==> config.mk <==
export PLATFORM = sky130hd
export DESIGN_NAME = scc_log2
export DESIGN_NICKNAME = d
export VERILOG_FILES = /design/src/rtl/core/spectrometer_channel_calibration_macros.svh /design/src/rtl/core/scc_pkg.sv /design/src/rtl/core/scc_log2.sv
export SDC_FILE = /design/constraint.sdc
export NUM_CORES = 1
export LEC_CHECK = 0
export BUFFER_PORTS_ARGS = -buffer_cell sky130_fd_sc_hd__clkbuf_2
export CORE_AREA = 2 2 208 210
export CTS_CLUSTER_DIAMETER = 80
export DETAILED_ROUTE_END_ITERATION = 10
export DIE_AREA = 0 0 210 212
export HOLD_SLACK_MARGIN = 0.06
export PLACE_DENSITY = 0.72
export SYNTH_ARGS = -nofsm -noshare
export SYNTH_HDL_FRONTEND = slang
export SYNTH_SLANG_ARGS = --single-unit
==> constraint.sdc <==
create_clock -name clk -period 26.5 [get_ports clk]
set_input_delay 6.625 -clock clk [delete_from_list [all_inputs] [get_ports clk]]
set_output_delay 6.625 -clock clk [all_outputs]
set_load 0.005 [all_outputs]
==> src/rtl/core/spectrometer_channel_calibration_macros.svh <==
// spectrometer_channel_calibration_macros.svh
// Assertion macros shared by the calibration core; no dependencies.
`ifndef SPECTROMETER_CHANNEL_CALIBRATION_MACROS_SVH
`define SPECTROMETER_CHANNEL_CALIBRATION_MACROS_SVH

// ante in one cycle implies cons in the next, outside reset
`define SCC_ASSERT_NEXT(lbl, clk, rst_n, ante, cons, msg) \
  lbl: assert property (@(posedge clk) disable iff (!rst_n) (ante) |=> (cons)) \
    else $error(msg);

// a cycle in reset implies cons in the next
`define SCC_ASSERT_RST(lbl, clk, rst_n, cons, msg) \
  lbl: assert property (@(posedge clk) !rst_n |=> (cons)) else $error(msg);

`endif

==> src/rtl/core/scc_pkg.sv <==
// scc_pkg.sv
// Constants, lookup tables and pipeline types of the channel calibration core.
// No dependencies.
package scc_pkg;

  localparam int CHANNELS = 512;
  localparam int CH_W     = (CHANNELS > 1) ? $clog2(CHANNELS) : 1;

  localparam logic [1:0] MODE_RAW    = 2'd0;
  localparam logic [1:0] MODE_KELVIN = 2'd1;
  localparam logic [1:0] MODE_FLUX   = 2'd2;

  localparam logic ACT_SAMPLE = 1'b0;
  localparam logic ACT_LOAD   = 1'b1;

  // exponent limits, Q3.12
  localparam int         QUOT_W   = 15;
  localparam logic [14:0] X_LOW    = 15'd1761;
  localparam logic [14:0] X_HIGH_K = 15'd25805;
  localparam logic [14:0] X_HIGH_F = 15'd23142;

  localparam logic [19:0] C40_LOG2 = 20'd789132;
  localparam logic [19:0] C45_LOG2 = 20'd887774;

  localparam logic [22:0] L2_BIAS_K = 23'd262144;   // 4.0 in Q.16
  localparam logic [22:0] L2_BIAS_F = 23'd2097152;  // 32.0 in Q.16

  localparam logic signed [37:0] T_MIN = 38'sd43;   // 2.7 K in Q.4

  localparam logic signed [61:0] FLUX_FLOOR = -62'sd38654705664;  // -9.0 in Q.32
  localparam logic signed [61:0] FLUX_BIAS  = 62'sd42949672960;   // 10.0 in Q.32

  // round(65536 * 10^(i/16))
  localparam logic [19:0] POW_FRAC_TAB [17] = '{
    20'd65536,  20'd75680,  20'd87393,  20'd100921, 20'd116541, 20'd134580,
    20'd155410, 20'd179465, 20'd207243, 20'd239321, 20'd276363, 20'd319139,
    20'd368536, 20'd425579, 20'd491451, 20'd567518, 20'd655360
  };

  localparam logic [23:0] POW_INT_TAB [8] = '{
    24'd1, 24'd10, 24'd100, 24'd1000, 24'd10000, 24'd100000, 24'd1000000,
    24'd10000000
  };

  // round(65536 * log2(1 + i/16))
  localparam logic [16:0] LOG_FRAC_TAB [17] = '{
    17'd0,     17'd5732,  17'd11136, 17'd16248, 17'd21098, 17'd25711,
    17'd30109, 17'd34312, 17'd38336, 17'd42196, 17'd45904, 17'd49472,
    17'd52911, 17'd56229, 17'd59434, 17'd62534, 17'd65536
  };

  typedef struct packed {
    logic       valid;
    logic [7:0] code;
    logic [8:0] chan;
    logic       fof;
  } scc_tag_t;

  typedef struct packed {
    scc_tag_t    tag;
    logic [23:0] gain;
    logic [23:0] bg;
    logic [14:0] high;
    logic        sat_hi;
    logic        sat_lo;
  } scc_side_t;

endpackage

==> src/rtl/core/scc_log2.sv <==
// scc_log2.sv
// Pipelined log2 in Q.16: leading-one normalize over six stages, then table
// lookup with linear interpolation. Depends on scc_pkg.
module scc_log2 (
  input  logic             clk,
  input  logic             rst_n,
  input  logic             en,
  input  logic [63:0]      in_v,
  input  scc_pkg::scc_tag_t in_tag,
  output logic [22:0]      out_l2,
  output scc_pkg::scc_tag_t out_tag
);
  import scc_pkg::*;

  localparam int NORM_STAGES = 6;

  logic [63:0] n_r [NORM_STAGES];
  logic [5:0]  z_r [NORM_STAGES];
  scc_tag_t    t_r [NORM_STAGES];

  for (genvar j = 0; j < NORM_STAGES; j++) begin : g_norm
    localparam int SH = 32 >> j;
    logic [63:0] n_in;
    logic [5:0]  z_in;
    scc_tag_t    t_in;

    if (j == 0) begin : g_first
      assign n_in = in_v;
      assign z_in = '0;
      assign t_in = in_tag;
    end else begin : g_next
      assign n_in = n_r[j-1];
      assign z_in = z_r[j-1];
      assign t_in = t_r[j-1];
    end

    always_ff @(posedge clk) begin
      if (!rst_n) begin
        t_r[j].valid <= 1'b0;
      end else if (en) begin
        t_r[j] <= t_in;
        if (n_in[63 -: SH] == '0) begin
          n_r[j] <= n_in << SH;
          z_r[j] <= z_in + 6'(SH);
        end else begin
          n_r[j] <= n_in;
          z_r[j] <= z_in;
        end
      end
    end
  end

  // mantissa sits just below the leading one at bit 63
  logic [63:0] n_fin;
  logic [4:0]  idx_lo, idx_hi;
  logic [16:0] lf_lo, lf_diff;
  logic [28:0] lf_prod;

  assign n_fin   = n_r[NORM_STAGES-1];
  assign idx_lo  = {1'b0, n_fin[62:59]};
  assign idx_hi  = idx_lo + 5'd1;
  assign lf_lo   = LOG_FRAC_TAB[idx_lo];
  assign lf_diff = LOG_FRAC_TAB[idx_hi] - lf_lo;
  assign lf_prod = 29'(lf_diff) * 29'(n_fin[58:47]);

  logic [5:0]  p1_r;
  logic [16:0] base1_r;
  logic [28:0] prod1_r;
  scc_tag_t    t1_r;
  logic [22:0] l2_r;
  scc_tag_t    t2_r;

  always_ff @(posedge clk) begin
    if (!rst_n) begin
      t1_r.valid <= 1'b0;
      t2_r.valid <= 1'b0;
    end else if (en) begin
      t1_r    <= t_r[NORM_STAGES-1];
      p1_r    <= 6'd63 - z_r[NORM_STAGES-1];
      base1_r <= lf_lo;
      prod1_r <= lf_prod;
      t2_r    <= t1_r;
      l2_r    <= 23'({p1_r, 16'h0000}) + 23'(base1_r) + 23'(prod1_r[28:12]);
    end
  end

  assign out_l2  = l2_r;
  assign out_tag = t2_r;

endmodule

==> results.ini <==
[status]
outcome=finished, final reports clean

[synthesis]
synthesis.area_mm2=0.0229
syn_area_per_cell_um2=12.5
synth_nets=2179
yosys_most_used_dff=edfxtp_1
synthArstFlopShare_pct=0
synth.distinct_cells=70
synthTopCellsByCount=390 x edfxtp_1, 235 x inv_1, 221 x nand2_1, 151 x fa_1, 122 x mux2_2
synth_top_area_cell=edfxtp_1
synth_enable_flop_cells=390
yosys_register_bits=393
ys_top_cells_by_area=edfxtp_1 51%, fa_1 13%, mux2_2 6.0%
syn_inst=1835
synth.most_common_cell=edfxtp_1
synth-warning-count=0
synth_seq_area_share_pct=51.3
synth_top_area_share_pct=51.0

[critical_path]
crit_buf_inv=6
worst_path_most_repeated_cell=fa_1
crit_type=register to register
required_ns=26.77
cp_max_fo=20
max_stage_delay_ns=0.99
path_delay_family=adder cells
cp_slowest_cell=xnor2_1
worst_ep_arrival_time_ns=10.05
end_kind=register
startpoint_type=register

[floorplanning]
fp.dieW_um=210
start_util_pct=54.0
die_y_um=212
die_area_mm2=0.0445
fp.coreArea_mm2=0.0425
io_pins=128
num_rows=76

[finish]
nNetsFinal=2289
finalInstanceArea_mm2=0.0255
multiInputGateArea_mm2=0.00998
seq_area_mm2=0.0118
drive_above_1_share_pct=17.4
nFillCells=3329
n_antenna_cell=0
fin_cells=2523
syn_to_final_growth_pct=11.0
final_core_utilization_pct=59.9

[cts]
clockRootBuffer=clkbuf_16
cts_tree=built
clock_path_buffers=3
cts_setup_buffers=0
cts_buffers=41
cts.sinks=393
worstSkewPairLatency_ns=0.55
h-tree-depth=2
clk_pin_slew_ns=0.06
ctsHoldBuffers=0
cts_resized=0

[global_routing]
grt_pass1_vias=14137
gr-total-overflow=0
grt_pass1_wl_um=69300
grt_usage_pct=19.6
grt_max_degree=170
antenna_found_initial=1

[timing]
rsz0062_at_grt=false
finalSetupTns_ns=0
fin_crit_sh_pct=36.9
tightest_slew_ns=1.28
slew_viol_final=0
fmax_mhz=102
skew_ns=0.0186
setup_viol=0
hold_viol=0
max-slew-margin-rel_pct=14.4
finalCriticalPeriod_ns=9.78

[placement]
portBuffers=127
gp_congestion=0.878
dp_hpwl_um=29900
dpl.cell_count=2448
place_area_mm2=0.0241

[detailed_routing]
wirelength_um=42300
drc_errors=0
ant_nets=0
via_per_inst=5.43
first_iter_violations=774
vias=13712
dr.pass1.iters=5
wl_per_cell_um=16.8

[flow_run]
cap_violations=0

[hold_path]
hp-class=register to register

==> metrics by stage <==
step	setup slack, ns	hold slack, ns
floorplan	13.20	0.400
global placement	16.31	0.400
detailed placement	16.18	0.405
CTS	16.73	0.418
global route	16.02	0.424
finish	16.72	0.414
==> placed cells by master (no fill, tap or decap), types with 4 or more instances in the layout <==
cell type and n:
clkinv_1 5, nor2b_1 16, clkbuf_1 15, o21ai_0 37, o211ai_1 9, and3_1 14
mux2i_1 9, a21oi_2 4, o21ai_1 5, nor3_1 14, bufinv_16 4, clkbuf_2 127
fa_1 151, buf_4 15, nand2_1 221, o21bai_1 7, inv_1 235, nand3_1 11
mux2_2 122, xor2_1 18, o21a_1 18, mux2_1 5, nor2_1 62, ha_1 107
nand4_1 9, and2_1 65, xnor2_1 33, a21oi_1 64, edfxtp_1 390, nand2b_1 22
a211oi_1 9, a21o_1 19, a31oi_1 6, clkbuf_16 42, nor4_1 15
==> cells by family after synthesis <==
family,share of synthesized area (%)
flip-flops,51.3
adder cells (fa/ha/maj),19.0
AND/OR/NAND/NOR,9.61
XOR/XNOR,1.95
buffers and inverters,5.30
multiplexers,6.63
AO/OA/AOI/OAI,6.21
==> per-layer routing <==
layer	wire length (µm)	track usage, %	vias up
met5	16	0	-
met4	1170	6.70	2
met3	2000	2.84	82
met2	22100	36.0	362
met1	17100	23.7	6752
li1	-	-	6514
==> worst paths after layout <==
check	from	end	slack, ns	depth (start not counted)
min reg2reg	t_r[4][17]	t_r[5][17]	0.41	0
min	t_r[4][17]	t_r[5][17]	0.41	0
max reg2reg	n_r[5][61]	prod1_r[27]	16.72	31
max	n_r[5][61]	prod1_r[27]	16.72	31
==> registers in the layout, summed over array words and instances (netlist names) <==
signal   count
z_r         21
out_tag     19
t1_r        19
prod1_r     17
out_l2      23
n_r        158
t_r        114
p1_r         6
base1_r     16
==> cell type report <==
type | instances | share of cell area [%]
timing repair buffer | 143 | 3.02
clock inverter | 17 | 0.943
sequential | 393 | 46.2
multi-input combinational | 1128 | 39.2
clock buffer | 58 | 4.40
tap | 546 | 2.68
inverter | 238 | 3.54
Power is left out: the tool's default activity adds up to more than one toggle a clock period on the data nets, which glitch-free logic cannot reach.
