--- config.mk ---
export PLATFORM = sky130hd
export DESIGN_NAME = scc_div
export DESIGN_NICKNAME = d
export VERILOG_FILES = /design/src/rtl/core/spectrometer_channel_calibration_macros.svh /design/src/rtl/core/scc_pkg.sv /design/src/rtl/core/scc_div.sv
export SDC_FILE = /design/constraint.sdc
export NUM_CORES = 2
export LEC_CHECK = 0
export ABC_AREA = 1
export BUFFER_PORTS_ARGS = -buffer_cell sky130_fd_sc_hd__buf_2
export CAP_MARGIN = 20
export CORE_MARGIN = 1
export CORE_UTILIZATION = 30
export DETAILED_ROUTE_END_ITERATION = 7
export HOLD_SLACK_MARGIN = 0.05
export PLACE_DENSITY = 0.44
export SETUP_SLACK_MARGIN = 0.2
export SLEW_MARGIN = 30
export SYNTH_ARGS = -nofsm -noshare
export SYNTH_HDL_FRONTEND = slang
export SYNTH_SLANG_ARGS = --single-unit
--- constraint.sdc ---
create_clock -name clk -period 137.4 [get_ports clk]
set_input_delay 27.48 -clock clk [delete_from_list [all_inputs] [get_ports clk]]
set_output_delay 27.48 -clock clk [all_outputs]
set_load 0.01 [all_outputs]
--- src/rtl/core/spectrometer_channel_calibration_macros.svh ---
// spectrometer_channel_calibration_macros.svh
// Assertion macros shared by the calibration core; no dependencies.
`ifndef SPECTROMETER_CHANNEL_CALIBRATION_MACROS_SVH
`define SPECTROMETER_CHANNEL_CALIBRATION_MACROS_SVH

// ante in one cycle implies cons in the next, outside reset
`define SCC_ASSERT_NEXT(lbl, clk, rst_n, ante, cons, msg) \
  lbl: assert property (@(posedge clk) disable iff (!rst_n) (ante) |=> (cons)) \
    else $error(msg);

// a cycle in reset implies cons in the next
`define SCC_ASSERT_RST(lbl, clk, rst_n, cons, msg) \
  lbl: assert property (@(posedge clk) !rst_n |=> (cons)) else $error(msg);

`endif

--- src/rtl/core/scc_pkg.sv ---
// scc_pkg.sv
// Constants, lookup tables and pipeline types of the channel calibration core.
// No dependencies.
package scc_pkg;

  localparam int CHANNELS = 512;
  localparam int CH_W     = (CHANNELS > 1) ? $clog2(CHANNELS) : 1;

  localparam logic [1:0] MODE_RAW    = 2'd0;
  localparam logic [1:0] MODE_KELVIN = 2'd1;
  localparam logic [1:0] MODE_FLUX   = 2'd2;

  localparam logic ACT_SAMPLE = 1'b0;
  localparam logic ACT_LOAD   = 1'b1;

  // exponent limits, Q3.12
  localparam int         QUOT_W   = 15;
  localparam logic [14:0] X_LOW    = 15'd1761;
  localparam logic [14:0] X_HIGH_K = 15'd25805;
  localparam logic [14:0] X_HIGH_F = 15'd23142;

  localparam logic [19:0] C40_LOG2 = 20'd789132;
  localparam logic [19:0] C45_LOG2 = 20'd887774;

  localparam logic [22:0] L2_BIAS_K = 23'd262144;   // 4.0 in Q.16
  localparam logic [22:0] L2_BIAS_F = 23'd2097152;  // 32.0 in Q.16

  localparam logic signed [37:0] T_MIN = 38'sd43;   // 2.7 K in Q.4

  localparam logic signed [61:0] FLUX_FLOOR = -62'sd38654705664;  // -9.0 in Q.32
  localparam logic signed [61:0] FLUX_BIAS  = 62'sd42949672960;   // 10.0 in Q.32

  // round(65536 * 10^(i/16))
  localparam logic [19:0] POW_FRAC_TAB [17] = '{
    20'd65536,  20'd75680,  20'd87393,  20'd100921, 20'd116541, 20'd134580,
    20'd155410, 20'd179465, 20'd207243, 20'd239321, 20'd276363, 20'd319139,
    20'd368536, 20'd425579, 20'd491451, 20'd567518, 20'd655360
  };

  localparam logic [23:0] POW_INT_TAB [8] = '{
    24'd1, 24'd10, 24'd100, 24'd1000, 24'd10000, 24'd100000, 24'd1000000,
    24'd10000000
  };

  // round(65536 * log2(1 + i/16))
  localparam logic [16:0] LOG_FRAC_TAB [17] = '{
    17'd0,     17'd5732,  17'd11136, 17'd16248, 17'd21098, 17'd25711,
    17'd30109, 17'd34312, 17'd38336, 17'd42196, 17'd45904, 17'd49472,
    17'd52911, 17'd56229, 17'd59434, 17'd62534, 17'd65536
  };

  typedef struct packed {
    logic       valid;
    logic [7:0] code;
    logic [8:0] chan;
    logic       fof;
  } scc_tag_t;

  typedef struct packed {
    scc_tag_t    tag;
    logic [23:0] gain;
    logic [23:0] bg;
    logic [14:0] high;
    logic        sat_hi;
    logic        sat_lo;
  } scc_side_t;

endpackage

--- src/rtl/core/scc_div.sv ---
// scc_div.sv
// Pipelined restoring divider for the exponent, one quotient bit per stage.
// Depends on scc_pkg.
module scc_div (
  input  logic              clk,
  input  logic              rst_n,
  input  logic              en,
  input  logic [30:0]       in_dvd,
  input  logic [15:0]       in_dvs,
  input  scc_pkg::scc_side_t in_side,
  output logic [14:0]       out_q,
  output scc_pkg::scc_side_t out_side
);
  import scc_pkg::*;

  logic [30:0] rem_r  [QUOT_W];
  logic [15:0] dvs_r  [QUOT_W];
  logic [14:0] q_r    [QUOT_W];
  scc_side_t   side_r [QUOT_W];

  for (genvar j = 0; j < QUOT_W; j++) begin : g_stage
    localparam int BIT = QUOT_W - 1 - j;
    logic [30:0] rem_in;
    logic [15:0] dvs_in;
    logic [14:0] q_in;
    scc_side_t   side_in;
    logic [30:0] shifted;
    logic        ge;

    if (j == 0) begin : g_first
      assign rem_in  = in_dvd;
      assign dvs_in  = in_dvs;
      assign q_in    = '0;
      assign side_in = in_side;
    end else begin : g_next
      assign rem_in  = rem_r[j-1];
      assign dvs_in  = dvs_r[j-1];
      assign q_in    = q_r[j-1];
      assign side_in = side_r[j-1];
    end

    assign shifted = 31'(dvs_in) << BIT;
    assign ge      = rem_in >= shifted;

    always_ff @(posedge clk) begin
      if (!rst_n) begin
        side_r[j].tag.valid <= 1'b0;
      end else if (en) begin
        side_r[j]   <= side_in;
        dvs_r[j]    <= dvs_in;
        rem_r[j]    <= ge ? rem_in - shifted : rem_in;
        q_r[j]      <= q_in | (15'(ge) << BIT);
      end
    end
  end

  assign out_q    = q_r[QUOT_W-1];
  assign out_side = side_r[QUOT_W-1];

endmodule

==> run_results.csv <==
group,metric,value,unit
run_status,status,"finished, final reports clean",
drt,drt_wl_total,201,mm
setup_path,crit_chain,"buf_2 -> nand2_1 -> inv_8 -> buf_4 -> buf_4 -> buf_4 -> buf_4 -> buf_4 -> buf_6 -> buf_6",
timing,period_needed,33.72,ns
cts,cts_tree,"built",
drt,drc,0,
timing,hold_violations,0,
synthesis,synth_top_area_share,71.1,%
floorplanning,die_w,537,um
timing,finalWorstSetupSlack,103.68,ns
setup_path,ff2ff_path_depth,10,
timing,skew,0.0678,ns
global_routing,grt_pass1_vias,51111,
synthesis,synth_area,86000,um^2
drt,viasPerCell,4.36,
floorplanning,die_h,537,um
timing,worst_slew_pin_slew,1.01,ns
min_path,hp-class,"flip-flop to flip-flop",
place,io_buffers,232,
synthesis,synth.area.top_cells,"edfxtp_1 (71%), nand2_1 (9.4%), inv_1 (4.3%)",
cts,cts.clk_slew.worst_paths,0.06,ns
place,place_area,91700,um^2
timing,setup_viol,0,
setup_path,crit_path_start,"en",
timing,slew-limit-headroom,32.7,%
cells_and_area,layout.cells.non_filler,11621,
cts,cts.sinks,2038,
setup_path,required,137.88,ns
cts,clk_latency,0.90,ns
power,p_per_area,14.7,nW/um^2
synthesis,syn-mean-instance-area,11.9,um^2
drt,ant_nets,0,
setup_path,endpoint,"side_r[1][165]",
synthesis,synth_cells,7222,
timing,fin_crit_sh,24.5,%
setup_path,r2r_start,"dvs_r[1][9]",
synthesis,synthesis.nets,7610,
global_routing,grt_pass1_wl,307,mm
timing,fmax,0.0297,GHz
synthesis,ys_seq_elements,2038,
floorplanning,die_area,289000,um^2
place,place_ws,102.19,ns
global_routing,grt_overflow_total,0,
setup_path,rr_endpoint,"rem_r[1][60]",
setup_path,path_max_fanout,127,
setup_path,critPathMaxStageDelay,0.80,ns
synthesis,yosysWarningCount,0,
synthesis,synth_cell_types,50,
setup_path,critPathLaunchType,"input port",
synthesis,synth_common_cells,"nand2_1 (2147), edfxtp_1 (2037), inv_1 (988), nor2_1 (505), nand3_1 (386)",
job,max-cap-violations,0,
cts,cts_setup_buffers,0,
synthesis,synth_ff_type,"edfxtp_1",
synthesis,synthArstFlopShare,0,%
floorplanning,start_util,30.2,%
cells_and_area,final_util,34.8,%
synthesis,synth.most_common_cell,"nand2_1",
synthesis,yosysSeqAreaShare,71.1,%
global_routing,grt_antenna_before_repair,6,
cells_and_area,finalInstanceArea,99200,um^2
global_routing,grt_usage,13.8,%
setup_path,crit_arrival,34.20,ns
timing,hold_slack,0.369,ns
drt,route.vias.total,50628,
floorplanning,pin_count,233,
place,gp_congestion,0.853,
cells_and_area,drive_above_1_share,9.80,%
cts,hold_buffers,0,
cts,root_buffer,"clkbuf_16",
drt,firstDrtPassIters,7,
timing,report.final.slew_viol_count,0,
cells_and_area,fin_nets,8054,
floorplanning,core,285000,um^2
setup_path,ff2ff_setup_slack,133.86,ns
setup_path,critPathKind,"input port to flip-flop",
setup_path,end_kind,"flip-flop",
synthesis,synth_edf_count,2037,
setup_path,slowest_stage,"buf_4",
synthesis,synth_top_area_cell,"edfxtp_1",
drt,wire_per_inst,17.3,um
cts,cts_resized,0,
cts,cts-buffers-inserted,232,
timing,setup_tns,0,ns
timing,grt_setup_unrepaired,"no",
cts,cts_max_level,4,
power,p_leak,39.3,nW
floorplanning,row_count,196,
setup_path,crit_top_cell,"buf_4",
global_routing,grt_max_degree,169,
place,place_hpwl,145,mm
power,ir_worst_vdd,11.4,uV
cts,clockBufferDepth,4,
power,fin_total_pwr,1.46,mW
drt,drt_iter0_markers,3475,
cells_and_area,area_delta_synth_final,15.3,%
place,place_inst,11193,
## state kept, by name, summed over array words and instances, names as in the netlist
register and cells:
dvs_r 224, side_r 1260, rem_r 434, q_r 120
## worst min path at each step
| stage | start | endpoint | slack [ns] | depth (start not counted) |
|---|---|---|---|---|
| finish | side_r[0][279] | side_r[0][363] | 0.37 | 0 |
| global route | side_r[0][279] | side_r[0][363] | 0.36 | 0 |
| CTS | side_r[0][279] | side_r[0][363] | 0.36 | 0 |
| detailed placement | q_r[9][9] | q_r[10][9] | 0.40 | 0 |
| global placement | side_r[1][128] | side_r[1][212] | 0.40 | 0 |
| floorplan | q_r[9][10] | q_r[10][10] | 0.40 | 0 |
## cell usage in the layout (no fill, tap or decap), types with 17 or more instances in the layout
master	count
edfxtp_1	2037
nand3b_1	31
inv_1	987
a21oi_1	197
nor3_1	76
buf_2	232
nand2_2	21
inv_2	24
clkinv_1	42
clkbuf_1	37
ha_1	240
xor2_1	117
inv_6	17
nand4_1	98
nor2_1	504
nand2_1	2147
nor2_2	28
bufinv_16	17
a21oi_2	55
clkbuf_16	234
clkinv_2	44
xnor2_1	20
nand3_1	386
o21ai_0	89
## worst max-delay path: cells and delay by family
family,cells,cell delay (ns)
buffers and inverters,9,5.91
AND/OR/NAND/NOR,1,0.33
## cell families (layout without fill, tap and decap cells)
logic type	Yosys count	after routing	share of synthesized area, %
fa+ha+maj	254	254	3.82
compound gates	383	383	2.56
flops	2038	2038	71.1
xor+xnor	137	137	1.40
simple gates	3345	3345	16.2
other cells	0	5	0
buf+inv	1065	1697	4.92
## cell type report
type,instances,area [um^2]
Timing Repair Buffer,259,1440
Multi-Input combinational cell,4119,20600
Antenna cell,5,12.5
Inverter,1016,3830
Clock buffer,271,5990
Clock inverter,151,1400
Fill cell,28128,186000
Tap cell,3762,4710
Sequential cell,2038,61200
## power by group
group / internal [mW] / total (mW) / switching [mW]
Sequential: 0.719 / 0.735 / 0.0162
Combinational: 0.0384 / 0.125 / 0.0869
Clock: 0.345 / 0.599 / 0.253
Total: 1.10 / 1.46 / 0.357
## routing by layer
layer	track usage (%)	wire length (um)
met1	19.3	96700
met2	22.0	90400
met3	2.04	7950
met4	4.32	5610
met5	0	17
Power figures use the tool's default switching activity.
